[src/hdl/tpfs_sqrt_cell.sv]
// One digit cell of the pipelined integer square root.
module tpfs_sqrt_cell #(
  parameter int BIT = 31
) (
  input  logic        clk,
  input  logic [63:0] src_v,
  input  logic [63:0] src_res,
  output logic [63:0] v,
  output logic [63:0] res
);

  localparam logic [63:0] ONE_BIT = 64'd1 << (2 * BIT);

  logic [63:0] trial;

  assign trial = src_res + ONE_BIT;

  always_ff @(posedge clk) begin
    if (src_v >= trial) begin
      v   <= src_v - trial;
      res <= (src_res >> 1) + ONE_BIT;
    end else begin
      v   <= src_v;
      res <= src_res >> 1;
    end
  end

endmodule

[config.mk]
export PLATFORM = sky130hd
export DESIGN_NAME = tpfs_sqrt_cell
export DESIGN_NICKNAME = d
export VERILOG_FILES = /design/src/hdl/tpfs_sqrt_cell.sv
export SDC_FILE = /design/constraint.sdc
export NUM_CORES = 1
export LEC_CHECK = 0
export BUFFER_PORTS_ARGS = -buffer_cell sky130_fd_sc_hd__buf_2
export CORE_MARGIN = 2
export CORE_UTILIZATION = 47
export DETAILED_ROUTE_END_ITERATION = 12
export PLACE_DENSITY = 0.76
export SYNTH_ARGS = -nofsm -noshare
export SYNTH_HDL_FRONTEND = slang
export SYNTH_SLANG_ARGS = --single-unit
export TNS_END_PERCENT = 10
[constraint.sdc]
create_clock -name clk -period 6.4 [get_ports clk]
set_clock_uncertainty 0.2 [all_clocks]
set_input_delay 0.64 -clock clk [delete_from_list [all_inputs] [get_ports clk]]
set_output_delay 0.64 -clock clk [all_outputs]
set_load 0.02 [all_outputs]
# --- Yosys cells after proc, flatten, opt, wreduce, memory -nomap -nowiden ---
# Cells that the tools add are included.
totals:
  elab_cells: 9
  input_bits: 129
  out_inout_bits: 128
  regBits: 128
classes:
  magnitude_cmp: 1
  add_sub_neg: 3
  n_mux: 2
ops:
  columns: ["cell", "n"]
  rows:
  - ["adder 63 x 63 -> 64 bit (second input constant)", 1]
  - ["adder 64 x 63 -> 64 bit (second input constant)", 1]
  - ["greater-or-equal comparator 64 bit", 1]
  - ["two-way mux 64 bit", 1]
  - ["subtractor 64 bit", 1]
  - ["two-way mux 63 bit", 1]

# --- Longest topological paths before layout ---
# Gate-level depths: netlist of run 1.
logic_depth:
  word_depth: 3
  ltp_mapped: 14
  depth_no_buf: 13

# --- Worst setup path after synthesis of run 1 ---
# OpenSTA, ideal clock, no wires.
synth_path:
  path_kind: "in2reg"
  startpoint: "in src_res[16]"
  endpoint: "reg v[60]"
  path_buffers: 0
  stages: 12
  setup_ns: 0.118
  required_ns: 6.082
  arrival_time_ns: 3.242
  slack_ns: 2.840
  cell_sequence: "inv_1 > ha_1 > and2_1 > nand3_1 > or3_1 > a41o_1 > nor3_2 > o21ai_1 > o41ai_4 > or4b_1 > a21oi_1 > nor3_1"
synth_via:
  elab_chain_len: 3
  elab_cells_between_ends: 4
  classes_between: "2 x add/sub; 1 x order compare; 1 x mux"
synth_lines:
  columns: ["element", "line", "source"]
  rows:
  - ["start: declaration", "7", "input logic [63:0] src_res,"]
  - ["adder 64 x 63 -> 64 bit *", "16", "assign trial = src_res + ONE_BIT;"]
  - ["subtractor 64 bit or greater-or-equal comparator 64 bit (tied branches)", "20, 19", null]
  - ["two-way mux 64 bit *", "19", "if (src_v >= trial) begin"]
  - ["end signal: assignment", "20", "v <= src_v - trial;"]
  - ["end signal: assignment", "23", "v <= src_v;"]
  - ["end: declaration", "8", "output logic [63:0] v,"]
# Mark *: on every way between the ends. The rest lies on a longest branch, timed or not.
# A chain may end at the register's enable or synchronous reset.

# --- Worst setup path in the final report of run 1 ---
layout_path:
  startpoint: "in src_v[0]"
  endpoint: "reg v[60]"
layout_via:
  elab_chain_len: 2
  elab_cells_between_ends: 3
  classes_between: "1 x add/sub; 1 x order compare; 1 x mux"
layout_lines:
  columns: ["element", "line", "source"]
  rows:
  - ["start: declaration", "6", "input logic [63:0] src_v,"]
  - ["subtractor 64 bit or greater-or-equal comparator 64 bit (tied branches)", "20, 19", null]
  - ["two-way mux 64 bit *", "19", null]
# Marked as above.

==> flow_summary.json, run 1 <==
{
  "numCtsBuffers": 17,
  "grt_overflow": 0,
  "seq_area_sq_um": 2560,
  "drc_errors": 0,
  "port_buffers": 256,
  "synth_area_sq_um": 7330,
  "h-tree-depth": 4,
  "yosysWarnings": 0,
  "pwr-share-comb": 0.305,
  "place_hpwl_um": 15500,
  "cp_max_fo": 5,
  "initial_utilization": 0.482,
  "cts_buffer_depth": 2,
  "p_leak_uw": 0.00475,
  "nets": 1321,
  "drive_gt1_frac": 0.269,
  "start_kind": "primary input",
  "cp.required_ps": 6540,
  "core-area_sq_um": 15200,
  "period_share": 0.611,
  "p_sw_frac": 0.321,
  "placed_area_sq_um": 8720,
  "postRouteWirelength_um": 19900,
  "grt_usage": 0.235,
  "synth_top_family_by_area": "compound AO/OA/AOI/OAI gates",
  "cpMostUsedCell": "a21oi_1",
  "clockPowerShare": 0.353,
  "cellInternalPower_uw": 1840,
  "worst_path_dominant_cell_family": "compound AO/OA/AOI/OAI gates",
  "via_count": 7155,
  "synth_top_area_share": 0.350,
  "antenna_found_initial": 0,
  "cp.arrival_ps": 4040,
  "finalCriticalPeriod_ps": 3910,
  "path_cells": "buf_2 -> inv_1 -> ha_1 -> fa_1 -> nand2b_1 -> a21oi_1 -> o41ai_1 -> nand4bb_1 -> a31oi_1 -> o21ai_1 -> a21oi_1 -> o21ai_0 -> and4_1 -> nor3_1",
  "critPathMaxStageDelay_ps": 620,
  "synthFlopType": "dfxtp_1",
  "crit_slowest_cell": "o41ai_1",
  "synthCells": 885,
  "dieHeight_um": 129,
  "grt_max_degree": 35,
  "async_flop_share": 0,
  "yosysSeqAreaShare": 0.350,
  "diodes": 0,
  "synthToLayoutAreaGrowth_pct": 27.0,
  "cap_violations": 0,
  "synthAdderAreaFrac": 0.112,
  "setup_tns_ps": 0,
  "total_power_uw": 2710,
  "p_per_area_nw_per_um2": 292,
  "synth_top_cell_by_area": "dfxtp_1",
  "wl_per_cell_um": 15.0,
  "status": "finished clean",
  "yosys.area_share.simple": 0.155,
  "final_cell_area_sq_um": 9300,
  "place_congestion": 0.903,
  "avgViaCountPerCell": 5.40,
  "hold_class": "in2reg",
  "grt_pass1_vias": 6673,
  "hold_buffers": 0,
  "worst_pin_slew_ps": 665,
  "synth_area_per_cell_sq_um": 8.28,
  "multiInputGateArea_sq_um": 4320,
  "synth_most_common_cell": "dfxtp_1",
  "die_area_sq_um": 16600,
  "grt_pass1_wl_um": 31400,
  "finalHoldViolCount": 0,
  "first_pass_iters": 5,
  "ys_seq_elements": 128,
  "ctsResizeCount": 0,
  "drtAntennaViolNets": 0,
  "crit_buf_inv": 2,
  "synthXorXnorAreaFrac": 0.0669,
  "synth_edf_count": 0,
  "cts_setup_buffers": 0,
  "syn_nets": 1079,
  "cp-end-kind": "register",
  "cts_tree": "done",
  "cts_num_sinks": 128,
  "die_w_um": 129,
  "timing.slew.headroom": 0.551,
  "p_sw_uw": 871,
  "hold_slack_ps": 133,
  "synth_cell_types": 58,
  "slew_violations": 0,
  "io_pins": 257,
  "peakVddDrop_uv": 234,
  "seqPwrFrac": 0.342,
  "root_buffer": "clkbuf_16",
  "synth_mux_area_frac": 0.0229,
  "synth_commonest_cells": "dfxtp_1, a21oi_1, nor2_1",
  "row_count": 45,
  "synth_compound_area_frac": 0.233,
  "critical_path_class": "in2reg",
  "finalSetupViolCount": 0,
  "ys_top_cells_by_area": "dfxtp_1, ha_1, a21oi_1",
  "drtIter0Drc": 470,
  "fillers": 1362,
  "max_freq_mhz": 256,
  "rsz0062_at_grt": "false",
  "clk_pin_slew_ps": 60
}
-- cells in the final DEF (no fill, tap or decap), types with 14 or more instances in the layout --
master	n
a21oi_1	111
xor2_1	20
a21o_1	49
ha_1	64
nand4_1	18
nor2_1	82
o21ai_0	40
dfxtp_1	128
clkbuf_16	17
buf_2	256
xnor2_1	36
nand3_1	14
nand2_1	52
inv_1	78
-- stage by stage --
step           utilization  setup WS (ps)  instances
6_report             0.612           2490       1326
3_5_place_dp         0.574           2110       1296
5_1_grt              0.612           2100       1326
4_1_cts              0.612           2530       1326
2_1_floorplan            -           2840        885
3_3_place_gp         0.574           2250       1296
-- path summary, 6_finish.rpt --
path / endpoint / slack [ps] / depth (start not counted) / startpoint
worst max-delay path: v[60] / 2490 / 14 / src_v[0]
worst min-delay path: res[47] / 130 / 1 / src_res[48]
-- power groups by stage --
stage / Combinational [uW] / Clock (uW) / Sequential, uW
after global placement: 810 / 0 / 942
after floorplan: 429 / 0 / 1080
after detailed placement: 817 / 0 / 942
after global routing: 905 / 1010 / 934
final: 828 / 958 / 927
after CTS: 825 / 979 / 928
-- registers in the layout, indices dropped and copies added, names as in the netlist --
name and flops:
v 64, res 64
-- routing by layer --
metal  share of wire  vias to the layer above  global-route usage
li1                -                     3589                   -
met4           0.017                        0              0.0786
met3           0.072                       29              0.0603
met5               0                        -                   0
met2            0.47                      282               0.397
met1            0.44                     3255               0.292
-- logic make-up (layout without fill, tap and decap cells) --
| group | Yosys count | after routing |
|---|---|---|
| DFF | 128 | 128 |
| muxes | 15 | 15 |
| xor gates and xnor gates | 56 | 56 |
| adders and majority gates | 65 | 65 |
| buffers and inverters | 115 | 368 |
| and+or+nand+nor | 234 | 234 |
| AOI/OAI and AO/OA | 272 | 272 |
-- layout make-up --
type	count	area share
clock inverters	5	0.00834
flip-flops and latches	128	0.275
well taps	188	0.0253
repair buffers	260	0.141
clock buffers	25	0.0543
multi-input cells	642	0.464
inverters	78	0.0315
No activity file was read; power rests on OpenSTA's default activity.
==> inputs of run 2 (changes only) <==
clock period = 3.6 ns   (was 6.4 ns; I/O delays follow)
==> run 2 against run 1 <==
Via count is 10% higher. First-iteration DRC count is 23% higher. Setup slack worse by 2400 ps. Flip-flop and latch count stayed put.
==> flow_summary.json, run 2 (synthesis gave the netlist of run 1 again) <==
{
  "root_buffer": "clkbuf_16",
  "fillers": 1114,
  "place_congestion": 0.930,
  "numCtsBuffers": 17,
  "setup_slack_ps": 60.0,
  "timing.slew.headroom": 0.612,
  "wl_per_cell_um": 15.7,
  "start_kind": "primary input",
  "p_per_area_nw_per_um2": 486,
  "drtAntennaViolNets": 0,
  "hold_slack_ps": 2.81,
  "critical_path_class": "in2reg",
  "cts_buffer_depth": 2,
  "p_sw_frac": 0.326,
  "die_w_um": 129,
  "via_count": 7894,
  "worst_pin_slew_ps": 575,
  "cp.required_ps": 3720,
  "h-tree-depth": 4,
  "hold_path_startpoint": "src_v[31]",
  "dieHeight_um": 129,
  "multiInputGateArea_sq_um": 4420,
  "top_regs": "res (64), v (64)",
  "cp.arrival_ps": 3660,
  "grt_overflow": 0,
  "cp_max_fo": 4,
  "drive_gt1_frac": 0.298,
  "final_cells": 1472,
  "grt_pass1_wl_um": 36600,
  "cap_violations": 0,
  "grt_pass1_vias": 7883,
  "dpl_worst_slack_ps": -148,
  "drc_errors": 0,
  "clockPowerShare": 0.364,
  "cellInternalPower_uw": 3540,
  "finalHoldViolCount": 0,
  "peakVddDrop_uv": 346,
  "drtIter0Drc": 576,
  "rsz0062_at_grt": "true",
  "p_sw_uw": 1710,
  "final_common_cell": "buf_2",
  "p_leak_uw": 0.00542,
  "hold_class": "in2reg",
  "die_area_sq_um": 16600,
  "clk_pin_slew_ps": 60,
  "slew_violations": 0,
  "grt_max_degree": 22,
  "postRouteWirelength_um": 23100,
  "pwr-share-comb": 0.322,
  "nets": 1464,
  "seqPwrFrac": 0.315,
  "place_hpwl_um": 16200,
  "initial_utilization": 0.482,
  "period_share": 0.983,
  "io_pins": 257,
  "avgViaCountPerCell": 5.36,
  "first_pass_iters": 7,
  "finalCriticalPeriod_ps": 3540,
  "cts_tree": "done",
  "port_buffers": 256,
  "worstSetupStartpoint": "src_res[6]",
  "finalSetupViolCount": 0,
  "final_cell_mix": "buf_2, dfxtp_1, a21oi_1, dlygate4sd3_1, nor2_1",
  "core-area_sq_um": 15200,
  "status": "finished clean",
  "cp-end-kind": "register",
  "max_freq_mhz": 282,
  "dpl.cell_count": 1339,
  "synthToLayoutAreaGrowth_pct": 47.5,
  "antenna_found_initial": 1,
  "seq_area_sq_um": 2560,
  "row_count": 45,
  "grt_usage": 0.274,
  "cts_num_sinks": 128
}
==> run 2: cell types whose count changed in the layout (fill, tap and decap cells not counted), moves of 4 or more <==
cell	change
dlygate4sd3_1	+95
buf_4	+43
ha_1	-11
ha_2	+10
o21ai_0	-5
a21oi_1	-4
a21oi_2	+4
buf_6	+4
==> run 2: layout make-up <==
class                           instances  share of cell area
Inverter                               78              0.0271
Sequential cell                       128               0.237
Clock buffer                           20              0.0432
Tap cell                              188              0.0218
Antenna cell                            1            0.000232
Timing Repair Buffer                  403               0.245
Clock inverter                         12              0.0167
Multi-Input combinational cell        642               0.409
==> run 2: repair_timing <==
action,CTS,global route
endpoints found under the setup margin,0,61
endpoints found under the hold margin,95,0
gates resized for setup,0,33
hold buffers,95,0
buffers inserted,0,5
==> run 2: metal layers <==
layer  track usage  vias to the layer above  part of all wire
met3        0.0686                       57             0.067
met4         0.125                        0             0.030
li1              -                     3878                 -
met1         0.325                     3585              0.42
met2         0.468                      374              0.48
met5             0                        -                 0
==> run 2: per-stage QoR <==
stage          power, uW  instance area, sq um  TNS [ps]   util
2_1_floorplan       2690                  7330         0      -
3_3_place_gp        3190                  9040     -20.9  0.595
3_5_place_dp        3200                  9040     -5110  0.595
4_1_cts             5180                 10600         0  0.700
5_1_grt             5500                 10800      -149  0.711
6_report            5250                 10800         0  0.711
==> run 2: critical path, cell delays in order <==
cell           delay [ps]
dlygate4sd3_1         530
buf_2                 120
inv_1                  80
ha_4                  210
a21oi_1               150
o21ai_0               110
a31oi_1               340
a21oi_1               170
nor4b_1               390
buf_4                 190
o31a_1                220
o21ai_1               190
a221oi_1              320
xor2_1                190
a21oi_1                80
==> run 2: final timing paths <==
kind                     to  slack, ps  cells past startpoint
worst min-delay path  v[31]          3                      3
worst max-delay path  v[49]         60                     15
==> run 2: power groups by stage <==
stage | registers, uW | logic, uW | clock network [uW]
after floorplan | 1920 | 762 | 0
after global placement | 1680 | 1510 | 0
after detailed placement | 1680 | 1520 | 0
after CTS | 1650 | 1620 | 1910
after global routing | 1670 | 1830 | 2000
final | 1650 | 1690 | 1910
