## src/hdl/tpfs_pkg.sv

```systemverilog
// Shared types, constants and the CORDIC arctangent table for the tangent point solver.
package tpfs_pkg;

  localparam logic signed [39:0] CORDIC_K      = 40'sd652032874;
  localparam logic signed [33:0] QUARTER_Z     = 34'sh0_4000_0000;
  localparam logic signed [33:0] HALF_Z        = 34'sh0_8000_0000;
  localparam logic [33:0]        QUARTER_TURN  = 34'h0_4000_0000;
  localparam logic [33:0]        THREE_QUARTER = 34'h0_C000_0000;
  localparam logic [63:0]        ONE_Q56       = 64'h0100_0000_0000_0000;
  localparam logic [34:0]        ONE_Q28_U     = 35'd268435456;
  localparam logic signed [41:0] ONE_Q28_S     = 42'sd268435456;
  localparam logic signed [35:0] ONE_Q28_D     = 36'sd268435456;

  typedef struct packed {
    logic signed [31:0] xi;
    logic signed [31:0] eta;
    logic [31:0]        ra;
    logic [34:0]        x2;
    logic [34:0]        y2;
  } side_a_t;

  typedef struct packed {
    logic signed [31:0] xi;
    logic signed [31:0] eta;
    logic [31:0]        ra;
    logic signed [35:0] sdf;
    logic               neg;
  } side_b_t;

  typedef struct packed {
    logic [31:0] ra;
    logic        neg;
    logic        one_only;
    logic [3:0]  zero;
  } side_c_t;

  typedef struct packed {
    logic signed [39:0] x;
    logic signed [39:0] y;
  } sc_t;

  function automatic logic [31:0] arctan_at(input int unsigned i);
    logic [31:0] a;
    case (i)
      0:  a = 32'h20000000;
      1:  a = 32'h12E4051E;
      2:  a = 32'h09FB385B;
      3:  a = 32'h051111D4;
      4:  a = 32'h028B0D43;
      5:  a = 32'h0145D7E1;
      6:  a = 32'h00A2F61E;
      7:  a = 32'h00517C55;
      8:  a = 32'h0028BE53;
      9:  a = 32'h00145F2F;
      10: a = 32'h000A2F98;
      11: a = 32'h000517CC;
      12: a = 32'h00028BE6;
      13: a = 32'h000145F3;
      14: a = 32'h0000A2F9;
      15: a = 32'h0000517D;
      16: a = 32'h000028BE;
      17: a = 32'h0000145F;
      18: a = 32'h00000A30;
      19: a = 32'h00000518;
      20: a = 32'h0000028C;
      21: a = 32'h00000146;
      22: a = 32'h000000A3;
      23: a = 32'h00000051;
      24: a = 32'h00000029;
      25: a = 32'h00000014;
      26: a = 32'h0000000A;
      27: a = 32'h00000005;
      28: a = 32'h00000003;
      29: a = 32'h00000001;
      30: a = 32'h00000001;
      default: a = 32'h00000000;
    endcase
    return a;
  endfunction

endpackage

```

## src/hdl/tpfs_cordic_cell.sv

```systemverilog
// One micro-rotation cell of a CORDIC chain, in rotation or vectoring mode.
module tpfs_cordic_cell import tpfs_pkg::*; #(
  parameter int W     = 40,
  parameter int SHIFT = 0,
  parameter bit VEC   = 1'b0
) (
  input  logic                clk,
  input  logic signed [W-1:0] src_x,
  input  logic signed [W-1:0] src_y,
  input  logic [33:0]         src_z,
  output logic signed [W-1:0] x,
  output logic signed [W-1:0] y,
  output logic [33:0]         z
);

  logic signed [W-1:0] xs;
  logic signed [W-1:0] ys;
  logic [33:0]         ang;
  logic                pos;

  assign xs  = src_x >>> SHIFT;
  assign ys  = src_y >>> SHIFT;
  assign ang = {2'b00, arctan_at(SHIFT)};
  assign pos = VEC ? (src_y[W-1] || (src_y == '0)) : ~src_z[33];

  always_ff @(posedge clk) begin
    if (pos) begin
      x <= src_x - ys;
      y <= src_y + xs;
      z <= src_z - ang;
    end else begin
      x <= src_x + ys;
      y <= src_y - xs;
      z <= src_z + ang;
    end
  end

endmodule

```

## config.mk

```make
export PLATFORM = sky130hd
export DESIGN_NAME = tpfs_cordic_cell
export DESIGN_NICKNAME = d
export VERILOG_FILES = /design/src/hdl/tpfs_pkg.sv /design/src/hdl/tpfs_cordic_cell.sv
export SDC_FILE = /design/constraint.sdc
export NUM_CORES = 1
export LEC_CHECK = 0
export BUFFER_PORTS_ARGS = -buffer_cell sky130_fd_sc_hd__buf_2
export CAP_MARGIN = 20
export CELL_PAD_IN_SITES_DETAIL_PLACEMENT = 2
export CELL_PAD_IN_SITES_GLOBAL_PLACEMENT = 2
export CORE_ASPECT_RATIO = 1.2
export CORE_MARGIN = 2
export CORE_UTILIZATION = 31
export CTS_CLUSTER_DIAMETER = 50
export DETAILED_ROUTE_END_ITERATION = 8
export PLACE_DENSITY_LB_ADDON = 0.2
export SLEW_MARGIN = 25
export SYNTH_ARGS = -nofsm -noshare
export SYNTH_HDL_FRONTEND = slang
export SYNTH_SLANG_ARGS = --single-unit
```

## constraint.sdc

```tcl
create_clock -name clk -period 3.95 [get_ports clk]
set_input_delay 0.79 -clock clk [delete_from_list [all_inputs] [get_ports clk]]
set_output_delay 0.79 -clock clk [all_outputs]
set_load 0.05 [all_outputs]
```

# Word level (Yosys, flattened, before mapping)
# Index checks and enable logic that the tools add are counted.
[op_classes]
mux = 3
n_addsub = 5
[ops]
columns = ["cell", "n"]
rows = [
  ["$mux W40", 2],
  ["$sub A40 B40 Y40", 2],
  ["$add A40 B40 Y40", 1],
  ["$add A34 B30 Y34 const B", 1],
  ["$mux W34", 1],
  ["$sub A34 B30 Y34 const B", 1],
]
[word_totals]
output_inout_bits = 114
word_cells = 11
regBits = 114
in_bits = 115

# Depth between registers and ports, before layout
# Gate-level depths: netlist of run 1.
[logic_depth]
word_depth = 2
ltp_mapped = 13
mapped_depth_nobuf = 11

# Least setup slack after synthesis of run 1
# Ideal clock, no wire load.
[synth_path]
path_type = "input -> register"
start = "input src_x[5]"
end = "register x[38]"
n_path_buf = 1
path_slack_ps = 750
t_arrival_ps = 3122
stages = 12
setup_time_ps = 78
required_ps = 3872
cell_sequence = "inv_1 -> ha_1 -> buf_2 -> a21oi_1 -> o221ai_1 -> a21oi_1 -> o21ai_2 -> a21oi_1 -> o21ai_1 -> a221oi_1 -> mux2_2 -> nor3_1"
[synth_via]
elab_chain_cells = 2
word_cells_on_any_way = 3
cone_classes = "2 x add/sub; 1 x mux"
[synth_rtl]
columns = ["item", "line", "source"]
rows = [
  ["start, declared", "tpfs_cordic_cell.sv:8", "input logic signed [W-1:0] src_x,"],
  ["$sub A40 B40 Y40 or $add A40 B40 Y40 (tied branches)", "tpfs_cordic_cell.sv:28, tpfs_cordic_cell.sv:32", ""],
  ["$mux W40 *", "tpfs_cordic_cell.sv:27", "if (pos) begin"],
  ["end signal, assigned", "tpfs_cordic_cell.sv:28", "x <= src_x - ys;"],
  ["end signal, assigned", "tpfs_cordic_cell.sv:32", "x <= src_x + ys;"],
  ["end, declared", "tpfs_cordic_cell.sv:11", "output logic signed [W-1:0] x,"],
]
# Mark *: on every way between the ends. The rest lies on a longest branch, timed or not.

# Worst setup path after layout of run 1
[layout_path]
start = "input src_x[11]"
end = "register x[38]"
# The elaborated chain is that of the path after synthesis.

==> flow_summary.toml, run 1 <==
[cells_and_area]
fill_cells = 3557
stdcell_count = 1894
area_occupied_by_multi_input_gates_um2 = 6630
fraction_of_layout_cells_with_a_size_suffix_above_1_pct = 24.3
seqCellArea_um2 = 2260
areaGrowthSynthToFinish_pct = 26.6
finalNetCount = 1734

[clocking]
clock_path_buffers = 2
cts_tree = "yes"
post_cts.resized_instances = 0
clkSinkCount = 113
ctsRootBufferMaster = "sky130_fd_sc_hd__clkbuf_16"
cts-hold-fix-buffers = 0
cts_inserted_buffers = 17
post-cts-setup-buffer-count = 0
clkTransAtPathRegs_ns = 0.07
cts-htree-levels = 4

[worst_setup_path]
critPathMaxFanout = 5
critical_path.endpoint_type = "flop"
setup.worst_path.start_class = "input port"
critPathKind = "in -> reg"
cp_data_required_time_ns = 4.30
crit_arrival_ns = 4.03

[timing]
worst_slew_margin_rel_pct = 35.3
finalHoldViolations = 0
maxSlewViolCount = 0
post-route-min-period_ns = 3.68
setup_viol = 0
worst_slack_ns = 0.275
post-route-period-util_pct = 93.0
timing.hold.ws_ns = 0.443
grt_setup_unrepaired = "false"
worst_pin_slew_ns = 0.970
timing.fmax_mhz = 272
finalSetupTns_ns = 0

[synth]
synth_sequential_area_ratio_pct = 23.6
synth_top_flop_cell = "sky130_fd_sc_hd__dfxtp_1"
synthMostInstantiatedCell = "sky130_fd_sc_hd__a21oi_1"
synth_edf_count = 0
synth_commonest_cells = "sky130_fd_sc_hd__a21oi_1, sky130_fd_sc_hd__ha_1, sky130_fd_sc_hd__inv_1, sky130_fd_sc_hd__dfxtp_1, sky130_fd_sc_hd__o21ai_0"
async_flop_share_pct = 0
synth_warnings = 0
synth_top_cells_by_area = "sky130_fd_sc_hd__dfxtp_1, sky130_fd_sc_hd__ha_1, sky130_fd_sc_hd__a21oi_1"
ffs_latches_synth = 113
post-synth-top-area-cell = "sky130_fd_sc_hd__dfxtp_1"
netlist.area_leader.share_pct = 23.6
postSynthAreaPerCell_um2 = 7.88
synth.cell_area_um2 = 9600
synth_cell_types = 77
mapped_cells = 1218
postSynthNetCount = 1469

[routing]
drt.antenna.violating_nets = 0
dr_total_vias = 10300
totalWireLength_mm = 42.4
avgViaCountPerCell = 5.42
first_iter_violations = 526
drt-wirelength-per-cell_um = 22.4
drt_drc_violations_left = 0
first_pass_iters = 5

[placement]
place.gp.congestion = 0.887
placement.io_buffers = 228
placement.setup.worst_slack_ns = -0.125
placed_cells_incl_taps = 1860
dpl.hpwl_mm = 34.5

[die]
design.core.area_um2 = 30500
rows = 70
chipHeight_um = 197
floorplan.die_area_um2 = 32400
die_wd_um = 165
io-pin-count = 229
starting_density_of_the_core_pct = 31.5

[global_route]
grt_pass1_vias = 11300
antenna_found_initial = 3
grt_pass1_wl_mm = 64.9
largest_net_degree_at_the_start_of_global_routing = 84
track_usage_pct = 26.1
grt_overflow_total = 0

[status]
run_status = "completed"

[job]
timing.max_cap.violations = 0

[min_path]
holdCritPathClass = "in -> reg"

[power]
power.density_nw_per_um2 = 455
power.ir.vdd_worst_mv = 0.294
post-layout-total-power_w = 0.00554
leakage_nw = 5.77
==> path summary, 6_finish.rpt <==
kind              startpoint  slack (ns)  depth (start not counted)     to
setup / recovery   src_x[11]        0.27                         12  x[38]
hold / removal      src_z[4]        0.44                          1   z[4]
==> critical path, stage by stage <==
cell	delay, ns
sky130_fd_sc_hd__buf_2	0.10
sky130_fd_sc_hd__inv_1	0.06
sky130_fd_sc_hd__ha_1	0.38
sky130_fd_sc_hd__a21oi_1	0.23
sky130_fd_sc_hd__o21ai_0	0.17
sky130_fd_sc_hd__a221oi_1	0.61
sky130_fd_sc_hd__o21ai_2	0.23
sky130_fd_sc_hd__a21oi_1	0.32
sky130_fd_sc_hd__o21ai_1	0.17
sky130_fd_sc_hd__a221oi_1	0.36
sky130_fd_sc_hd__mux2_2	0.38
sky130_fd_sc_hd__nor3_1	0.22
==> final cells by class <==
type / instances / area share (%)
diodes: 2 / 0.0412
clock buffers: 17 / 3.50
clock inverters: 15 / 1.34
inverters: 128 / 3.95
multi-input cells: 921 / 54.5
flip-flops and latches: 113 / 18.6
well taps: 396 / 4.08
repair buffers: 302 / 14.0
==> per-layer routing <==
metal / part of all wire [%] / up-vias / global-route usage, %
met2: 52 / 304 / 48.3
met1: 40 / 5048 / 29.2
met5: 0.026 / - / 0
li1: - / 4822 / -
met3: 4.5 / 83 / 4.08
met4: 3.7 / 2 / 11.1
==> through the flow <==
step | util (%) | area, µm²
after floorplan | - | 9600
after global placement | 37.9 | 11600
after detailed placement | 37.9 | 11600
after CTS | 39.9 | 12200
after global routing | 39.9 | 12200
final | 39.9 | 12200
==> cell usage in the layout (no fill, tap or decap), drive strengths merged, types with 12 or more instances in the layout <==
cell / n
xnor2: 71
a21o: 23
nor2: 77
a221oi: 13
buf: 302
dfxtp: 113
a21oi: 161
inv: 136
mux2i: 25
clkbuf: 17
nand3: 17
a211oi: 12
nor3: 27
ha: 132
o21ai: 94
nand4: 18
o211ai: 14
nand2: 56
o21bai: 36
==> flip-flops by register name, indices dropped and copies added (netlist names) <==
signal  flops
x          40
y          39
z          34
==> report_power, final <==
part | total [W] | switching, W | leakage (nW) | internal (W)
Sequential | 0.00144 | 0.0000786 | 0.954 | 0.00136
Combinational | 0.00249 | 0.00178 | 4.53 | 0.000711
Clock | 0.00161 | 0.000710 | 0.283 | 0.000895
==> cells by family after synthesis <==
| group | Yosys count | share of synthesized area (%) |
|---|---|---|
| AOI/OAI and AO/OA | 430 | 28.3 |
| and+or+nand+nor | 252 | 12.9 |
| buffers and inverters | 184 | 7.41 |
| adders and majority gates | 136 | 18.0 |
| DFF | 113 | 23.6 |
| xor gates and xnor gates | 75 | 6.84 |
| muxes | 28 | 2.96 |
No activity file was read; power rests on OpenSTA's default activity.
==> inputs of run 2 (changes only) <==
--- a/config.mk
+++ b/config.mk
@@ -14,7 +14,7 @@
 export CORE_UTILIZATION = 31
 export CTS_CLUSTER_DIAMETER = 50
 export DETAILED_ROUTE_END_ITERATION = 8
-export PLACE_DENSITY_LB_ADDON = 0.2
+export PLACE_DENSITY = 0.82
 export SLEW_MARGIN = 25
 export SYNTH_ARGS = -nofsm -noshare
 export SYNTH_HDL_FRONTEND = slang
==> run 2 against run 1 <==
  * Critical path depth is 1 higher
  * Power is 1.9% higher
  * Clock-buffer cell count stayed put
  * Combinational power is 3% higher
  * Largest power group unchanged
  * Design area is 0.62% higher
  * Non-clock buffer count is 10 higher
  * Global-route usage is 2.2 points higher
  * Sequential share of layout area is 0.11 points lower
  * Die area stayed put
  * Via count is 4.2% higher
  * Setup slack better by 0.12 ns
  * Critical endpoint unchanged
  * Clock power hardly changed
==> flow_summary.toml, run 2 (synthesized netlist as in run 1, its figures left out) <==
[min_path]
worst_hold_depth = 1
holdCritPathClass = "in -> reg"

[global_route]
track_usage_pct = 28.3
grt_overflow_total = 0
met1_usage_pct = 29.9
largest_net_degree_at_the_start_of_global_routing = 84
grt_pass1_wl_mm = 70.1
grt_pass1_vias = 12000
antenna_found_initial = 2
globalRoute.busiestLayer = "met2"
groute.layer.met3.usage_pct = 4.65
grt_use_met2_pct = 53.1

[clocking]
cts_inserted_buffers = 17
cts-hold-fix-buffers = 0
ctsRootBufferMaster = "sky130_fd_sc_hd__clkbuf_16"
clkSinkCount = 113
post-cts-setup-buffer-count = 0
clkTransAtPathRegs_ns = 0.07
post_cts.resized_instances = 0
cts_tree = "yes"
cts-htree-levels = 4
clock_path_buffers = 2

[power]
pwr-share-comb_pct = 45.3
pwr-share-clk_pct = 29.0
total_switching_power_w = 0.00266
power.share.sequential_pct = 25.6
power_switching_share_pct = 47.1
leakage_nw = 5.82
cellInternalPower_w = 0.00298
power.density_nw_per_um2 = 461
power.ir.vdd_worst_mv = 0.292

[placement]
placement.io_buffers = 228
placement.setup.worst_slack_ns = 0.0109
place.gp.congestion = 0.925
dpl.hpwl_mm = 35.6
dpl-instance-area_um2 = 11600

[worst_setup_path]
crit_chain = "buf_2 > inv_1 > ha_1 > a21oi_1 > o221ai_1 > a21oi_1 > buf_4 > o21ai_2 > a21oi_1 > o21ai_1 > a221oi_1 > mux2_2 > nor3_1"
slowest_stage_cell_crit_path = "sky130_fd_sc_hd__ha_1"
critPathMaxFanout = 9
critical_path.endpoint_type = "flop"
critPathKind = "in -> reg"
cpMostUsedCell = "sky130_fd_sc_hd__a21oi_1"
crit_arrival_ns = 3.92
max_stage_delay_ns = 0.42
setup.worst_path.start_class = "input port"
cp_data_required_time_ns = 4.31

[cells_and_area]
design_area_um2 = 12200
flip_flop_count_of_the_largest_register_all_copies_and_words_added = 40
mostFrequentLayoutCell = "sky130_fd_sc_hd__buf_2"
areaGrowthSynthToFinish_pct = 27.4
fraction_of_layout_cells_with_a_size_suffix_above_1_pct = 24.8
largest_registers = "x: 40 flops, y: 39 flops, z: 34 flops"
mostFrequentLayoutCells = "sky130_fd_sc_hd__buf_2, sky130_fd_sc_hd__a21oi_1, sky130_fd_sc_hd__ha_1"
register_containing_the_most_flip_flops_in_the_final_layout = "x"
fill_cells = 3578
finalNetCount = 1744

[die]
floorplan.die_area_um2 = 32400
io-pin-count = 229
die_wd_um = 165
design.core.area_um2 = 30500
starting_density_of_the_core_pct = 31.5
rows = 70
chipHeight_um = 197

[timing]
worst_slew_margin_rel_pct = 36.0
worst_pin_slew_ns = 0.960
worst_slack_ns = 0.390
finalHoldViolations = 0
timing.hold.ws_ns = 0.437
setup_viol = 0
post-route-period-util_pct = 90.1
finalSetupTns_ns = 0
post-route-min-period_ns = 3.56
timing.fmax_mhz = 281
grt_setup_unrepaired = "false"
maxSlewViolCount = 0

[routing]
totalWireLength_mm = 45.8
first_pass_iters = 4
drt-wirelength-per-cell_um = 24.1
avgViaCountPerCell = 5.62
drt.antenna.violating_nets = 0
dr_total_vias = 10700
drt_drc_violations_left = 0
first_iter_violations = 556

[job]
timing.max_cap.violations = 0

[status]
run_status = "completed"
[run 2: cell type report]
class / count / area, µm² / share of cell area, %
inverters: 128 / 480 / 3.93
flip-flops and latches: 113 / 2260 / 18.5
multi-input cells: 921 / 6630 / 54.2
diodes: 1 / 2.50 / 0.0205
well taps: 396 / 495 / 4.05
clock inverters: 15 / 165 / 1.35
clock buffers: 17 / 425 / 3.48
repair buffers: 312 / 1770 / 14.5
[run 2: through the flow]
stage	utilization (%)	total power (W)	std cells
after floorplan	-	0.00311	1218
after global placement	38.2	0.00389	1870
after detailed placement	38.2	0.00397	1870
after CTS	40.1	0.00567	1902
after global routing	40.1	0.00588	1903
final	40.1	0.00564	1903
[run 2: final timing paths]
kind | startpoint | end | slack [ns]
worst min-delay path | src_z[3] | z[3] | 0.44
worst max-delay path | src_x[3] | x[38] | 0.39
[run 2: per-layer routing]
| metal | share of wire, % | routed length [µm] |
|---|---|---|
| met4 | 4.9 | 2250 |
| met1 | 38 | 17200 |
| met2 | 52 | 24000 |
| met3 | 5.2 | 2380 |
| met5 | 0 | 0 |
[run 2: power groups by stage]
stage / clock network, W / registers [W] / logic [W]
CTS: 0.00167 / 0.00145 / 0.00255
floorplan: 0 / 0.00222 / 0.000898
finish: 0.00164 / 0.00145 / 0.00256
global route: 0.00171 / 0.00146 / 0.00271
detailed placement: 0 / 0.00146 / 0.00250
global placement: 0 / 0.00145 / 0.00244
[run 2: critical path: cells and delay by family]
family	cells	cell delay [ns]
buffers and inverters	3	0.34
adders and majority gates	1	0.42
AOI/OAI and AO/OA	7	1.81
muxes	1	0.39
and+or+nand+nor	1	0.19
==> inputs of run 3 (changes only) <==
--- a/config.mk
+++ b/config.mk
@@ -6,15 +6,15 @@
 export NUM_CORES = 1
 export LEC_CHECK = 0
 export BUFFER_PORTS_ARGS = -buffer_cell sky130_fd_sc_hd__buf_2
-export CAP_MARGIN = 20
-export CELL_PAD_IN_SITES_DETAIL_PLACEMENT = 2
-export CELL_PAD_IN_SITES_GLOBAL_PLACEMENT = 2
+export CAP_MARGIN = 25
+export CELL_PAD_IN_SITES_DETAIL_PLACEMENT = 0
+export CELL_PAD_IN_SITES_GLOBAL_PLACEMENT = 1
 export CORE_ASPECT_RATIO = 1.2
 export CORE_MARGIN = 2
-export CORE_UTILIZATION = 31
+export CORE_UTILIZATION = 35
 export CTS_CLUSTER_DIAMETER = 50
 export DETAILED_ROUTE_END_ITERATION = 8
-export PLACE_DENSITY = 0.82
+export PLACE_DENSITY = 0.74
 export SLEW_MARGIN = 25
 export SYNTH_ARGS = -nofsm -noshare
 export SYNTH_HDL_FRONTEND = slang
==> run 3 against run 2 <==
  * Global-route usage down 4.6 points
  * Setup slack better by 0.10 ns
  * Final cell count down 3.3%
  * Utilization up 4.8 points
  * Design area down 0.53%
  * Via count down 6.1%
  * Largest cell class unchanged
==> flow_summary.toml, run 3 (synthesized netlist as in run 1, its figures left out) <==
[status]
run_status = "completed"

[placement]
dpl-instance-area_um2 = 11500
placement.setup.worst_slack_ns = 0.0636
placement.io_buffers = 228
placed_cells_incl_taps = 1808
place.gp.congestion = 0.932
dpl.hpwl_mm = 28.2

[cells_and_area]
stdcell_count = 1840
design_area_um2 = 12200
seqCellArea_um2 = 2260
fill_cells = 2789
mostFrequentLayoutCells = "sky130_fd_sc_hd__buf_2, sky130_fd_sc_hd__a21oi_1, sky130_fd_sc_hd__ha_1"
diodes = 0
fraction_of_layout_cells_with_a_size_suffix_above_1_pct = 24.5
area_occupied_by_multi_input_gates_um2 = 6630
flip_flop_count_of_the_largest_register_all_copies_and_words_added = 40
areaGrowthSynthToFinish_pct = 26.7
largest_registers = "x: 40 flops, y: 39 flops, z: 34 flops"
mostFrequentLayoutCell = "sky130_fd_sc_hd__buf_2"
register_containing_the_most_flip_flops_in_the_final_layout = "x"
finalNetCount = 1738

[timing]
finalSetupTns_ns = 0
post-route-min-period_ns = 3.46
grt_setup_unrepaired = "false"
post-route-period-util_pct = 87.6
maxSlewViolCount = 0
worst_slew_margin_rel_pct = 39.6
worst_slack_ns = 0.490
timing.fmax_mhz = 289
worst_pin_slew_ns = 0.907
setup_viol = 0
finalHoldViolations = 0

[clocking]
clkTransAtPathRegs_ns = 0.06
clkSinkCount = 113
cts-hold-fix-buffers = 0
cts_tree = "yes"
clock_path_buffers = 2
cts-htree-levels = 4
ctsRootBufferMaster = "sky130_fd_sc_hd__clkbuf_16"
cts_inserted_buffers = 17
post-cts-setup-buffer-count = 0
post_cts.resized_instances = 0

[power]
leakage_nw = 5.81
power.ir.vdd_worst_mv = 0.219
power.density_nw_per_um2 = 451

[global_route]
grt_overflow_total = 0
grt_pass1_wl_mm = 53.0
grt_pass1_vias = 9897
antenna_found_initial = 0
track_usage_pct = 23.7
largest_net_degree_at_the_start_of_global_routing = 84

[job]
timing.max_cap.violations = 0

[routing]
first_iter_violations = 776
dr_total_vias = 10000
avgViaCountPerCell = 5.45
drt.antenna.violating_nets = 0
drt_drc_violations_left = 0
totalWireLength_mm = 34.9
drt-wirelength-per-cell_um = 19.0
first_pass_iters = 6

[die]
rows = 66
design.core.area_um2 = 27100
die_wd_um = 155
floorplan.die_area_um2 = 28800
io-pin-count = 229
starting_density_of_the_core_pct = 35.5
chipHeight_um = 185

[worst_setup_path]
crit_arrival_ns = 3.82
critical_path.endpoint_type = "flop"
critPathMaxFanout = 4
cp_data_required_time_ns = 4.31
critPathKind = "in -> reg"
setup.worst_path.start_class = "input port"

[min_path]
holdCritPathClass = "in -> reg"
whs_endpoint = "z[7]"
worst_hold_depth = 1
hold_path_startpoint = "src_z[7]"
==> run 3: changes by cell type in the layout (fill, tap and decap cells not counted), moves of 2 or more <==
cell	previous run	this run
sky130_fd_sc_hd__buf_4	84	76
sky130_fd_sc_hd__buf_12	0	2
sky130_fd_sc_hd__bufinv_16	1	3
sky130_fd_sc_hd__clkinv_4	0	4
sky130_fd_sc_hd__inv_8	3	0
sky130_fd_sc_hd__inv_6	8	3
==> run 3: report_power, final <==
group	internal, W	switching (W)	total [W]
clock network	0.00102	0.000613	0.00163
registers	0.00136	0.0000636	0.00142
logic	0.000719	0.00171	0.00243
total	0.00309	0.00239	0.00548
==> run 3: layer usage <==
metal	vias to the layer above	GRT usage, %	share of wire (%)
li1	4843	-	-
met4	0	9.61	3.1
met5	-	0	0
met3	77	3.82	5.8
met2	439	43.1	50
met1	4675	27.6	41
==> run 3: cell type report <==
class	count	share of cell area (%)
Clock buffer	18	3.61
Clock inverter	14	1.47
Inverter	128	3.95
Multi-Input combinational cell	921	54.5
Sequential cell	113	18.6
Tap cell	340	3.50
Timing Repair Buffer	306	14.4
==> run 3: through the flow <==
stage / total power (W) / hold slack, ns / util (%)
5_1_grt: 0.00573 / 0.437 / 44.9
6_report: 0.00548 / 0.454 / 44.9
3_5_place_dp: 0.00386 / 0.894 / 42.6
2_1_floorplan: 0.00311 / 0.818 / -
3_3_place_gp: 0.00386 / 0.892 / 42.6
4_1_cts: 0.00551 / 0.442 / 44.9
==> run 3: how the worst max path moves through the flow <==
stage,startpoint,end,slack [ns]
2_1_floorplan,src_x[5],x[38],0.75
3_3_place_gp,src_x[3],x[38],0.17
3_5_place_dp,src_x[3],x[38],0.06
4_1_cts,src_x[3],x[38],0.52
5_1_grt,src_x[11],x[38],0.25
6_report,src_x[3],x[38],0.49
==> run 3: worst max-delay path: stages <==
cell and delay (ns):
sky130_fd_sc_hd__buf_2 0.10, sky130_fd_sc_hd__inv_1 0.04, sky130_fd_sc_hd__ha_1 0.36, sky130_fd_sc_hd__a21oi_1 0.26, sky130_fd_sc_hd__o221ai_1 0.24, sky130_fd_sc_hd__a21oi_1 0.44, sky130_fd_sc_hd__o21ai_2 0.15, sky130_fd_sc_hd__buf_4 0.17
sky130_fd_sc_hd__a21oi_1 0.24, sky130_fd_sc_hd__o21ai_1 0.16, sky130_fd_sc_hd__a221oi_1 0.32, sky130_fd_sc_hd__mux2_2 0.37, sky130_fd_sc_hd__nor3_1 0.16
